### src/design/nmeacs_pkg.sv
package nmeacs_pkg;

  // Sentence framing characters
  localparam logic [7:0] CH_DOLLAR = 8'h24;
  localparam logic [7:0] CH_STAR   = 8'h2A;

  // Hex field parsing
  localparam int unsigned HEX_ACC_W = 17;
  localparam logic [HEX_ACC_W-1:0] HEX_LIMIT = 17'h10000;

  // Progress through the checksum field text
  typedef enum logic [2:0] {
    ST_LEAD   = 3'd0,
    ST_ZERO   = 3'd1,
    ST_PREFIX = 3'd2,
    ST_DIGITS = 3'd3,
    ST_TRAIL  = 3'd4,
    ST_BAD    = 3'd5
  } hex_status_t;

  // Hex parser state carried between bytes
  typedef struct packed {
    hex_status_t            status;
    logic [HEX_ACC_W-1:0]   acc;
  } hex_state_t;

endpackage

### src/design/nmeacs_hex.sv
module nmeacs_hex import nmeacs_pkg::*; (
  input  hex_state_t state_i,
  input  logic [7:0] char_i,
  output hex_state_t state_o
);

  logic                 is_ws;
  logic                 is_digit;
  logic [3:0]           digit;
  logic [HEX_ACC_W+3:0] sum;
  logic [HEX_ACC_W-1:0] acc_add;

  // Classify the byte
  always_comb begin
    is_ws    = (char_i == 8'd32) || (char_i >= 8'd9 && char_i <= 8'd13);
    is_digit = 1'b1;
    digit    = 4'd0;
    if (char_i >= 8'h30 && char_i <= 8'h39) begin
      digit = 4'(char_i - 8'h30);
    end else if (char_i >= 8'h41 && char_i <= 8'h46) begin
      digit = 4'(char_i - 8'h37);
    end else if (char_i >= 8'h61 && char_i <= 8'h66) begin
      digit = 4'(char_i - 8'h57);
    end else begin
      is_digit = 1'b0;
    end
  end

  // Shift in one digit, saturating just past the 16-bit range
  always_comb begin
    sum     = {state_i.acc, 4'd0} + {{HEX_ACC_W{1'b0}}, digit};
    acc_add = (sum > {4'd0, HEX_LIMIT}) ? HEX_LIMIT : sum[HEX_ACC_W-1:0];
  end

  // Advance the field parser by one byte
  always_comb begin
    state_o = state_i;
    case (state_i.status)
      ST_LEAD: begin
        if (is_ws) begin
          state_o.status = ST_LEAD;
        end else if (char_i == 8'h30) begin
          state_o.status = ST_ZERO;
        end else if (is_digit) begin
          state_o.acc    = acc_add;
          state_o.status = ST_DIGITS;
        end else begin
          state_o.status = ST_BAD;
        end
      end
      ST_ZERO, ST_DIGITS: begin
        if (state_i.status == ST_ZERO && (char_i == 8'h78 || char_i == 8'h58)) begin
          state_o.status = ST_PREFIX;
        end else if (is_ws) begin
          state_o.status = ST_TRAIL;
        end else if (is_digit) begin
          state_o.acc    = acc_add;
          state_o.status = ST_DIGITS;
        end else begin
          state_o.status = ST_BAD;
        end
      end
      ST_PREFIX: begin
        if (is_digit) begin
          state_o.acc    = acc_add;
          state_o.status = ST_DIGITS;
        end else begin
          state_o.status = ST_BAD;
        end
      end
      ST_TRAIL: begin
        if (!is_ws) state_o.status = ST_BAD;
      end
      default: state_o.status = ST_BAD;
    endcase
  end

endmodule

### src/design/nmea_checksum_checker_core.sv
// NMEA 0183 checksum checker. Feed a sentence one byte per request with
// in_last set on its final byte; one result per sentence comes out, carrying
// whether a '*' was seen, whether the received hex field matches the XOR of
// the body, and both checksum bytes. A byte is taken every clock cycle unless
// a final byte waits on a stalled result; a result passes the input register,
// then the result register, and the per-byte hex field update is combinational.
// A stalled result holds only bytes that end a sentence; other bytes keep
// flowing into the running state while the result waits.
module nmea_checksum_checker_core import nmeacs_pkg::*; (
  input  logic       clk,
  input  logic       rst_n,
  input  logic       in_valid,
  output logic       in_stall,
  input  logic [7:0] in_character,
  input  logic       in_last,
  output logic       out_valid,
  input  logic       out_stall,
  output logic       out_has_checksum,
  output logic       out_checksum_ok,
  output logic [7:0] out_computed_checksum,
  output logic [7:0] out_received_checksum
);

  typedef enum logic [1:0] {
    PH_BODY  = 2'd0,
    PH_FIELD = 2'd1,
    PH_AFTER = 2'd2
  } phase_t;

  // Input register
  logic       s1_valid_r;
  logic [7:0] s1_char_r;
  logic       s1_last_r;
  logic       s1_move;

  // Sentence state
  logic       first_r,  first_nxt;
  phase_t     phase_r,  phase_nxt;
  logic [7:0] xor_r,    xor_nxt;
  hex_state_t hex_r,    hex_nxt;
  hex_state_t hex_upd;

  // Result register
  logic       out_valid_r;
  logic       has_r, ok_r;
  logic [7:0] comp_r, rcv_r;
  logic       res_has;
  logic [7:0] res_rcv;

  // Move a byte on unless it ends a sentence and the result slot is full and stalled
  assign s1_move  = s1_valid_r && (!s1_last_r || !out_valid_r || !out_stall);
  assign in_stall = s1_valid_r && !s1_move;

  always_ff @(posedge clk) begin
    if (!rst_n) begin
      s1_valid_r <= 1'b0;
    end else if (!in_stall) begin
      s1_valid_r <= in_valid;
    end
  end

  always_ff @(posedge clk) begin
    if (in_valid && !in_stall) begin
      s1_char_r <= in_character;
      s1_last_r <= in_last;
    end
  end

  nmeacs_hex u_hex (
    .state_i (hex_r),
    .char_i  (s1_char_r),
    .state_o (hex_upd)
  );

  // Update phase, XOR and hex field for the registered byte
  always_comb begin
    first_nxt = 1'b0;
    phase_nxt = phase_r;
    xor_nxt   = xor_r;
    hex_nxt   = hex_r;
    case (phase_r)
      PH_BODY: begin
        if (s1_char_r == CH_STAR) begin
          phase_nxt = PH_FIELD;
        end else if (!first_r && s1_char_r != CH_DOLLAR) begin
          xor_nxt = xor_r ^ s1_char_r;
        end
      end
      PH_FIELD: begin
        if (s1_char_r == CH_STAR) begin
          phase_nxt = PH_AFTER;
        end else begin
          hex_nxt = hex_upd;
        end
      end
      default: ;
    endcase
  end

  // Form the result from the state after this byte
  always_comb begin
    res_has = (phase_nxt != PH_BODY);
    res_rcv = 8'd0;
    if (res_has && (hex_nxt.status == ST_ZERO || hex_nxt.status == ST_DIGITS ||
                    hex_nxt.status == ST_TRAIL) && hex_nxt.acc < HEX_LIMIT) begin
      res_rcv = hex_nxt.acc[7:0];
    end
  end

  // Hold sentence state; drop it back to reset after the last byte
  always_ff @(posedge clk) begin
    if (!rst_n) begin
      first_r <= 1'b1;
      phase_r <= PH_BODY;
      xor_r   <= 8'd0;
      hex_r   <= '{status: ST_LEAD, acc: '0};
    end else if (s1_move) begin
      if (s1_last_r) begin
        first_r <= 1'b1;
        phase_r <= PH_BODY;
        xor_r   <= 8'd0;
        hex_r   <= '{status: ST_LEAD, acc: '0};
      end else begin
        first_r <= first_nxt;
        phase_r <= phase_nxt;
        xor_r   <= xor_nxt;
        hex_r   <= hex_nxt;
      end
    end
  end

  // Result register
  always_ff @(posedge clk) begin
    if (!rst_n) begin
      out_valid_r <= 1'b0;
    end else if (s1_move && s1_last_r) begin
      out_valid_r <= 1'b1;
    end else if (!out_stall) begin
      out_valid_r <= 1'b0;
    end
  end

  always_ff @(posedge clk) begin
    if (s1_move && s1_last_r) begin
      has_r  <= res_has;
      ok_r   <= res_has && (res_rcv == xor_nxt);
      comp_r <= xor_nxt;
      rcv_r  <= res_rcv;
    end
  end

  assign out_valid             = out_valid_r;
  assign out_has_checksum      = has_r;
  assign out_checksum_ok       = ok_r;
  assign out_computed_checksum = comp_r;
  assign out_received_checksum = rcv_r;

endmodule

### config.mk
export PLATFORM = sky130hd
export DESIGN_NAME = nmea_checksum_checker_core
export DESIGN_NICKNAME = d
export VERILOG_FILES = /design/src/design/nmeacs_pkg.sv /design/src/design/nmeacs_hex.sv /design/src/design/nmea_checksum_checker_core.sv
export SDC_FILE = /design/constraint.sdc
export NUM_CORES = 1
export LEC_CHECK = 0
export BUFFER_PORTS_ARGS = -buffer_cell sky130_fd_sc_hd__buf_2
export CAP_MARGIN = 30
export CELL_PAD_IN_SITES_DETAIL_PLACEMENT = 1
export CELL_PAD_IN_SITES_GLOBAL_PLACEMENT = 1
export CORE_ASPECT_RATIO = 1.4
export CORE_MARGIN = 4
export CORE_UTILIZATION = 46
export CTS_CLUSTER_SIZE = 28
export DETAILED_ROUTE_END_ITERATION = 16
export GPL_ROUTABILITY_DRIVEN = 0
export PLACE_DENSITY_LB_ADDON = 0.1
export SETUP_SLACK_MARGIN = 0.2
export SLEW_MARGIN = 20
export SYNTH_ARGS = -nofsm -noshare
export SYNTH_HDL_FRONTEND = slang
export SYNTH_SLANG_ARGS = --single-unit
### constraint.sdc
create_clock -name clk -period 4 [get_ports clk]
set_clock_uncertainty 0.1 [all_clocks]
set_input_delay 0.4 -clock clk [delete_from_list [all_inputs] [get_ports clk]]
set_output_delay 0.4 -clock clk [all_outputs]
set_load 0.01 [all_outputs]
==> summary.txt, run 1 <==
CTS
  • Clk buf depth: 2
  • Clock sinks: 60
  • Number of hold buffers added after cts: 0
  • Clk_lat worst skew: about 360 ps
  • H-tree Lvls: 3
  • TritonCTS buffer count: 9
  • Clock root buffer: clkbuf_8
  • Clock transition at path regs: around 70 ps
  • TritonCTS clock tree: yes

Logic synthesis
  • Syn. warnings: 0
  • Distinct cells, synth: 68
  • Sequential share of the synthesized area: between 40 and 50%
  • Synthesized area: 3281 µm²
  • Complex-gate fraction of the synthesized area: between 20% and 30%
  • Synth Flop Type: dfxtp_1
  • Post-synth EDFFs: 27
  • Post-synthesis instance total: 329
  • Mux contribution to synthesized area: 0.3051%
  • Mapped Nets: about 350
  • Fraction of synthesized cell area in xor and xnor cells: 2.937%
  • Post-synth top area cell: edfxtp_1
  • Ys async rst share: 0%
  • Post-Synth Simple-Gate Area: 25.17%
  • Synth Area in Adders: under 10%
  • Synth area leaders: edfxtp_1, dfxtp_1, a22oi_1, nor2b_1, nand2_1
  • Avg Cell Area, Syn: 9.972 µm²
  • Seq cells post-synth: 60
  • Yosys top cell area share: between 20% and 30%
  • Largest family of logic cells by synthesized area: simple AND/OR/NAND/NOR gates

Setup path
  • Critical path type: reg -> reg
  • Crit path DAT: 3810 ps
  • Req. time, crit path: about 4100 ps
  • Peak fanout along the critical path: 7
  • Buf+Inv Stages, Crit Path: 1
  • Worst R2R Start: s1_char_r[1]$_DFFE_PP_
  • Crit-path slowest cell: nor4_2
  • Crit path from: s1_char_r[1]$_DFFE_PP_
  • Top delay family on crit path: simple AND/OR/NAND/NOR gates
  • Worst setup SP type: register
  • Crit path largest cell delay: roughly 580 ps
  • Worst path cell trace: inv_1 -> ha_1 -> or3b_2 -> nand4_1 -> nand2_1 -> nor4_2 -> a22oi_1 -> nor3_1 -> o21ai_0 -> a32oi_1 -> o2111a_1
  • CP endpoint kind: register

Timing
  • Fin crit period: 3680 ps
  • Fmax: around 270 MHz
  • RSZ-0062 raised after global routing: false
  • Period utilization: roughly 90%
  • Slew Limit Fails: 0
  • Final Hold Violating Endpoints: 0
  • Setup-failing EPs final: 0
  • Measured slew at the worst slew-check pin: just under 800 ps
  • Headroom to the max-slew limit: 47.10%
  • Setup TNS: 0 ps

Final layout
  • Share of layout cells above drive strength 1: about a fifth
  • Area of the multi-input gates: approximately 1700 µm²
  • Antenna fix cells: 0
  • Register area: ~1500 µm²
  • Layout Nets: 385
  • Fin util: a little over half
  • FILL cells: 809
  • Syn-to-layout area delta: 16.06%

Routing
  • Routed Antenna Nets: 0
  • DR vias: 2,775
  • Drt first pass iters: 4
  • Final WL: 9328 µm
  • DRC violations left: 0
  • Via density: around 6
  • DR WL/cell: 19.97 µm
  • First DRT Iteration DRCs: around 140

Status
  • Run status: complete, no violations

Placement
  • I/O Buffers: 32
  • Post-DP HPWL: approximately 7000 µm

Floorplan
  • Chip Height: 107.9 µm
  • Core area: 6937 µm²
  • Standard-cell row count: 36
  • Num ports: 33
  • Die area: ~8600 µm²
  • Initial core utilization: about 47%
  • Die width: around 79 µm

GRT
  • First-pass GRT wire length: between 10,000 and 15,000 µm
  • Vias in the first global route: 2,881
  • Largest net degree at the start of global routing: 32
  • All-Layer GR Usage: 23.67%
  • GRT overflow: 0
  • Initial antenna violation count: 0

Pwr
  • Cell area power density: about 370 nW/µm²
  • IR Drop Worst-Case VDD: roughly 0.22 mV
  • Pleak: around 1.3 nW

Flow run
  • Maxcap violations: 0

Min path
  • Hold Path Origin: in_character[3]
  • Hold/Removal Path Class: in -> reg
-- where the power goes --
part,switching [mW],internal (mW),leakage [nW],total (mW)
combinational,0.0594,0.0378,0.689,0.0972
clock,0.242,0.412,0.117,0.654
sequential,0.0159,0.653,0.528,0.669
-- area by class of cell --
type	count	area share, %
clock buffer	11	3.451
clock inverter	5	2.629
inverter	11	1.084
multi-input combinational	247	45.68
sequential	60	38.65
tap	95	3.122
timing repair buffer	38	5.389
-- cell families (layout without fill, tap and decap cells) --
kind of cell             after synthesis  in the layout
buffers and inverters                 22             65
adder cells (fa/ha/maj)                5              5
XOR/XNOR                              11             11
AND/OR/NAND/NOR                      136            136
AO/OA/AOI/OAI                         94             94
flip-flops                            60             60
multiplexers                           1              1
-- final timing paths --
check	to	slack, ps	depth (start not counted)
worst min register to register	out_valid$_SDFFE_PN0P_	380	2
worst max-delay path	out_checksum_ok$_DFFE_PP_	320	11
worst min-delay path	s1_char_r[3]$_DFFE_PP_	110	1
worst max register to register	out_checksum_ok$_DFFE_PP_	320	11
-- synth_stat cells (8+ instances only) --
cell type  number
nor2b_1        25
edfxtp_1       27
dfxtp_1        33
o21ai_0        12
a22oi_1        23
nand2_1        28
and2_1         11
inv_1          11
xnor2_1         9
nor2_1         18
a21oi_1        12
clkbuf_1        8
-- metal layers --
metal / track usage (%) / routed length, µm / vias to the layer above
li1: - / - / 1323
met1: 25.48 / 3755 / 1356
met2: 41.57 / 4863 / 71
met3: 4.690 / 351 / 25
met4: 15.48 / 357 / 0
met5: 0 / 0 / -
-- stage by stage --
step / power [mW] / hold WS, ps / cells / cell area (µm²) / setup WS (ps)
5_1_grt: 1.474 / 98.91 / 467 / 3807 / 193.5
6_report: 1.421 / 110.7 / 467 / 3807 / 320.4
3_3_place_gp: 0.7737 / 365.3 / 448 / 3537 / 276.3
4_1_cts: 1.429 / 100.2 / 464 / 3774 / 213.7
2_1_floorplan: 0.7411 / 388.6 / 329 / 3281 / 687.9
3_5_place_dp: 0.7770 / 382.0 / 448 / 3537 / 138.8
-- what timing repair did --
| item | in CTS | in global routing |
|---|---|---|
| pin swaps | 0 | 1 |
| gates resized for setup | 1 | 2 |
| endpoints found under the setup margin | 1 | 1 |
| cloned | 0 | 0 |
| hold endpoints to repair | 0 | 0 |
| setup buffers | 0 | 2 |
-- flip-flops by register name, indices dropped and copies added (netlist names) --
signal and flops:
out_received_checksum 8, out_has_checksum 1, s1_valid_r 1, hex_r 20
first_r 1, out_valid 1, phase_r 2, xor_r 8
out_checksum_ok 1, s1_char_r 8, s1_last_r 1, out_computed_checksum 8
-- placed cells by master (no fill, tap or decap), types with 5 or more instances in the layout --
master	n
dfxtp_1	33
buf_2	32
nand2_1	28
edfxtp_1	27
nor2b_1	25
a22oi_1	23
nor2_1	18
a21oi_1	12
o21ai_0	12
inv_1	11
and2_1	11
xnor2_1	9
clkbuf_8	9
nor4_1	7
buf_4	6
nor3_1	5
ha_1	5
No activity file was read; power rests on OpenSTA's default activity.
==> run 2, diff against run 1 <==
--- a/config.mk
+++ b/config.mk
@@ -5,13 +5,14 @@
 export SDC_FILE = /design/constraint.sdc
 export NUM_CORES = 1
 export LEC_CHECK = 0
+export ABC_AREA = 1
 export BUFFER_PORTS_ARGS = -buffer_cell sky130_fd_sc_hd__buf_2
 export CAP_MARGIN = 30
 export CELL_PAD_IN_SITES_DETAIL_PLACEMENT = 1
 export CELL_PAD_IN_SITES_GLOBAL_PLACEMENT = 1
 export CORE_ASPECT_RATIO = 1.4
 export CORE_MARGIN = 4
-export CORE_UTILIZATION = 46
+export CORE_UTILIZATION = 43
 export CTS_CLUSTER_SIZE = 28
 export DETAILED_ROUTE_END_ITERATION = 16
 export GPL_ROUTABILITY_DRIVEN = 0
==> run 2 against run 1 <==
Compared with the run above:
- wire length rose by 5.4%
- critical path depth rose by 11
- final cell count rose by 32%
- first-iteration DRC count fell by 2.8%
- non-clock buffer count fell by 4
- largest power group unchanged
==> summary.txt, run 2 <==
Logic synthesis
  • Synth Area in Adders: 1.826% (was 1.907%)
  • Post-synthesis instance total: 476 (was 329)
  • Post-Synth Simple-Gate Area: 35.50% (was 25.17%)
  • Yosys top cell area share: 23.67% (was 24.71%)
  • Largest family of logic cells by synthesized area: simple AND/OR/NAND/NOR gates (unchanged)
  • Avg Cell Area, Syn: 7.197 µm² (was 9.972 µm²)
  • Ys async rst share: 0% (unchanged)
  • Synth area leaders: edfxtp_1, dfxtp_1, nand2_1, inv_1, nand3_1 (was edfxtp_1, dfxtp_1, a22oi_1, nor2b_1, nand2_1)
  • Top-count cell post-synth: nand2_1 (was dfxtp_1)
  • Fraction of synthesized cell area in xor and xnor cells: 2.045% (was 2.937%)
  • Post-synth EDFFs: 27 (unchanged)
  • Mux contribution to synthesized area: 0% (was 0.3051%)
  • Syn. warnings: 0 (unchanged)
  • Synthesized area: 3426 µm² (was 3281 µm²)
  • Post-synth top area cell: edfxtp_1 (unchanged)
  • Sequential share of the synthesized area: 42.95% (was 44.85%)
  • Mapped Nets: 494 (was 347)
  • Seq cells post-synth: 60 (unchanged)
  • Complex-gate fraction of the synthesized area: 8.802% (was 22.20%)
  • Distinct cells, synth: 34 (was 68)
  • Synth Flop Type: dfxtp_1 (unchanged)
  • Synth top cells by count: nand2_1, inv_1, nand3_1, nor2_1, dfxtp_1 (was dfxtp_1, nand2_1, edfxtp_1, nor2b_1, a22oi_1)

Timing
  • Fin worst setup slack: 728.0 ps (was 320.4 ps)
  • Final Hold Violating Endpoints: 0 (unchanged)
  • Fin crit period: 3272 ps (was 3680 ps)
  • Fmax: 305.6 MHz (was 271.8 MHz)
  • Period utilization: 81.80% (was 91.99%)
  • RSZ-0062 raised after global routing: false (unchanged)
  • Slew Limit Fails: 0 (unchanged)
  • Setup TNS: 0 ps (unchanged)
  • Final hold slack: 124.2 ps (was 110.7 ps)
  • Headroom to the max-slew limit: 51.35% (was 47.10%)
  • Measured slew at the worst slew-check pin: 728.9 ps (was 791.7 ps)
  • Setup-failing EPs final: 0 (unchanged)

Flow run
  • Maxcap violations: 0 (unchanged)

GRT
  • GRT overflow: 0 (unchanged)
  • First-pass GRT wire length: 16,580 µm (was 14,920 µm)
  • Largest net degree at the start of global routing: 29 (was 32)
  • Vias in the first global route: 3,500 (was 2,881)
  • All-Layer GR Usage: 22.32% (was 23.67%)
  • Initial antenna violation count: 0 (unchanged)

Floorplan
  • Initial core utilization: 44.20% (was 47.29%)
  • Core area: 7750 µm² (was 6937 µm²)
  • Num ports: 33 (unchanged)
  • Chip Height: 113.6 µm (was 107.9 µm)
  • Die area: 9479 µm² (was 8566 µm²)
  • Die width: 83.44 µm (was 79.38 µm)
  • Standard-cell row count: 38 (was 36)

CTS
  • Clk_lat worst skew: 350 ps (was 360 ps)
  • Number of hold buffers added after cts: 0 (unchanged)
  • Clock transition at path regs: 70 ps (about the same)
  • TritonCTS clock tree: yes (unchanged)
  • Clock sinks: 60 (unchanged)
  • Clock root buffer: clkbuf_8 (unchanged)
  • H-tree Lvls: 3 (unchanged)
  • Clk buf depth: 2 (unchanged)
  • # resized after CTS: 0 (was 1)
  • TritonCTS buffer count: 9 (unchanged)
  • Post-CTS Setup Bufs: 0 (unchanged)

Final layout
  • Most common cell after layout, fill and taps aside: nand2_1 (was dfxtp_1)
  • Antenna fix cells: 0 (unchanged)
  • Share of layout cells above drive strength 1: 14.73% (was 20.70%)
  • Layout Nets: 529 (was 385)
  • Syn-to-layout area delta: 12.75% (was 16.06%)
  • Reg with most FFs: hex_r (unchanged)
  • Most frequent cells in the layout: nand2_1, inv_1, nand3_1, nor2_1, dfxtp_1 (was dfxtp_1, buf_2, nand2_1, edfxtp_1, nor2b_1)
  • Largest register FFs: 20 (unchanged)

Setup path
  • Req. time, crit path: 4120 ps (was 4130 ps)
  • Worst setup SP type: register (unchanged)
  • Crit path DAT: 3390 ps (was 3810 ps)
  • CP endpoint kind: register (unchanged)
  • Critical path type: reg -> reg (unchanged)
  • Peak fanout along the critical path: 25 (was 7)

Routing
  • Routed Antenna Nets: 0 (unchanged)
  • DR vias: 3,262 (was 2,775)
  • First DRT Iteration DRCs: 137 (was 141)
  • Final WL: 9831 µm (was 9328 µm)
  • Drt first pass iters: 4 (unchanged)
  • DRC violations left: 0 (unchanged)
  • Via density: 5.295 (was 5.942)
  • DR WL/cell: 15.96 µm (was 19.97 µm)

Pwr
  • IR Drop Worst-Case VDD: 0.2288 mV (was 0.2207 mV)
  • Final Power: 1.311 mW (was 1.421 mW)
  • Pleak: 1.689 nW (was 1.334 nW)
  • Cell area power density: 339.4 nW/µm² (was 373.1 nW/µm²)

Placement
  • I/O Buffers: 32 (unchanged)
  • Place WS: 742.7 ps (was 138.8 ps)
  • Post-DP HPWL: 7633 µm (was 6988 µm)

Status
  • Run status: complete, no violations (unchanged)

Min path
  • Hold/Removal Path Class: in -> reg (unchanged)
## run 2: cell families after synthesis
logic type	after synthesis
flip-flops	60
XOR/XNOR	8
buffers and inverters	76
AO/OA/AOI/OAI	52
AND/OR/NAND/NOR	275
adder cells (fa/ha/maj)	5
## run 2: final timing paths
path / end / start / depth (start not counted) / slack [ps]
setup / recovery: out_checksum_ok$_DFFE_PP_ / s1_char_r[0]$_DFFE_PP_ / 22 / 730
setup reg to reg: out_checksum_ok$_DFFE_PP_ / s1_char_r[0]$_DFFE_PP_ / 22 / 730
hold / removal: s1_char_r[6]$_DFFE_PP_ / in_character[6] / 1 / 120
hold reg to reg: hex_r[3]$_SDFFE_PN0P_ / hex_r[3]$_SDFFE_PN0P_ / 2 / 380
## run 2: area by class of cell
type | instances | area (µm²)
Clock buffer | 11 | 141.4
Clock inverter | 5 | 51.30
Inverter | 66 | 247.7
Timing Repair Buffer | 34 | 175.2
Tap cell | 100 | 125.1
Sequential cell | 60 | 1471
Multi-Input combinational cell | 340 | 1650
Fill cell | 1035 | 3887
## run 2: worst max-delay path: stages, from the launching register on
cell and delay [ps]:
edfxtp_1 460, inv_1 180, ha_1 190, nand2_1 90, nor2_2 120, clkinv_1 130
nand4_2 180, nand2_4 210, inv_2 150, nand2_1 60, nand2_1 60, nand2_1 60
nand2_2 100, nand2_1 80, nand2_2 100, inv_2 50, nor2_4 230, nand3_1 150
inv_1 90, nand2_1 60, nand2_1 100, nand2_1 80, nor2_1 110
## run 2: through the flow
| stage | util [%] | std cells | cell area, µm² |
|---|---|---|---|
| 6_report | 49.84 | 616 | 3862 |
| 5_1_grt | 49.84 | 616 | 3862 |
| 4_1_cts | 49.84 | 616 | 3862 |
| 3_5_place_dp | 47.35 | 600 | 3670 |
| 3_3_place_gp | 47.35 | 600 | 3670 |
| 2_1_floorplan | - | 476 | 3426 |
## run 2: power breakdown
part,total (mW),switching (mW),internal (mW)
clock,0.537,0.237,0.300
sequential,0.664,0.0105,0.654
combinational,0.109,0.0778,0.0316
total,1.31,0.325,0.985
## run 2: metal layers
metal,GRT usage [%],vias to the layer above,wire (µm)
met5,0,-,0
met4,12.23,0,369
met3,5.275,24,359
met2,40.74,67,5128
met1,23.58,1569,3972
li1,-,1602,-
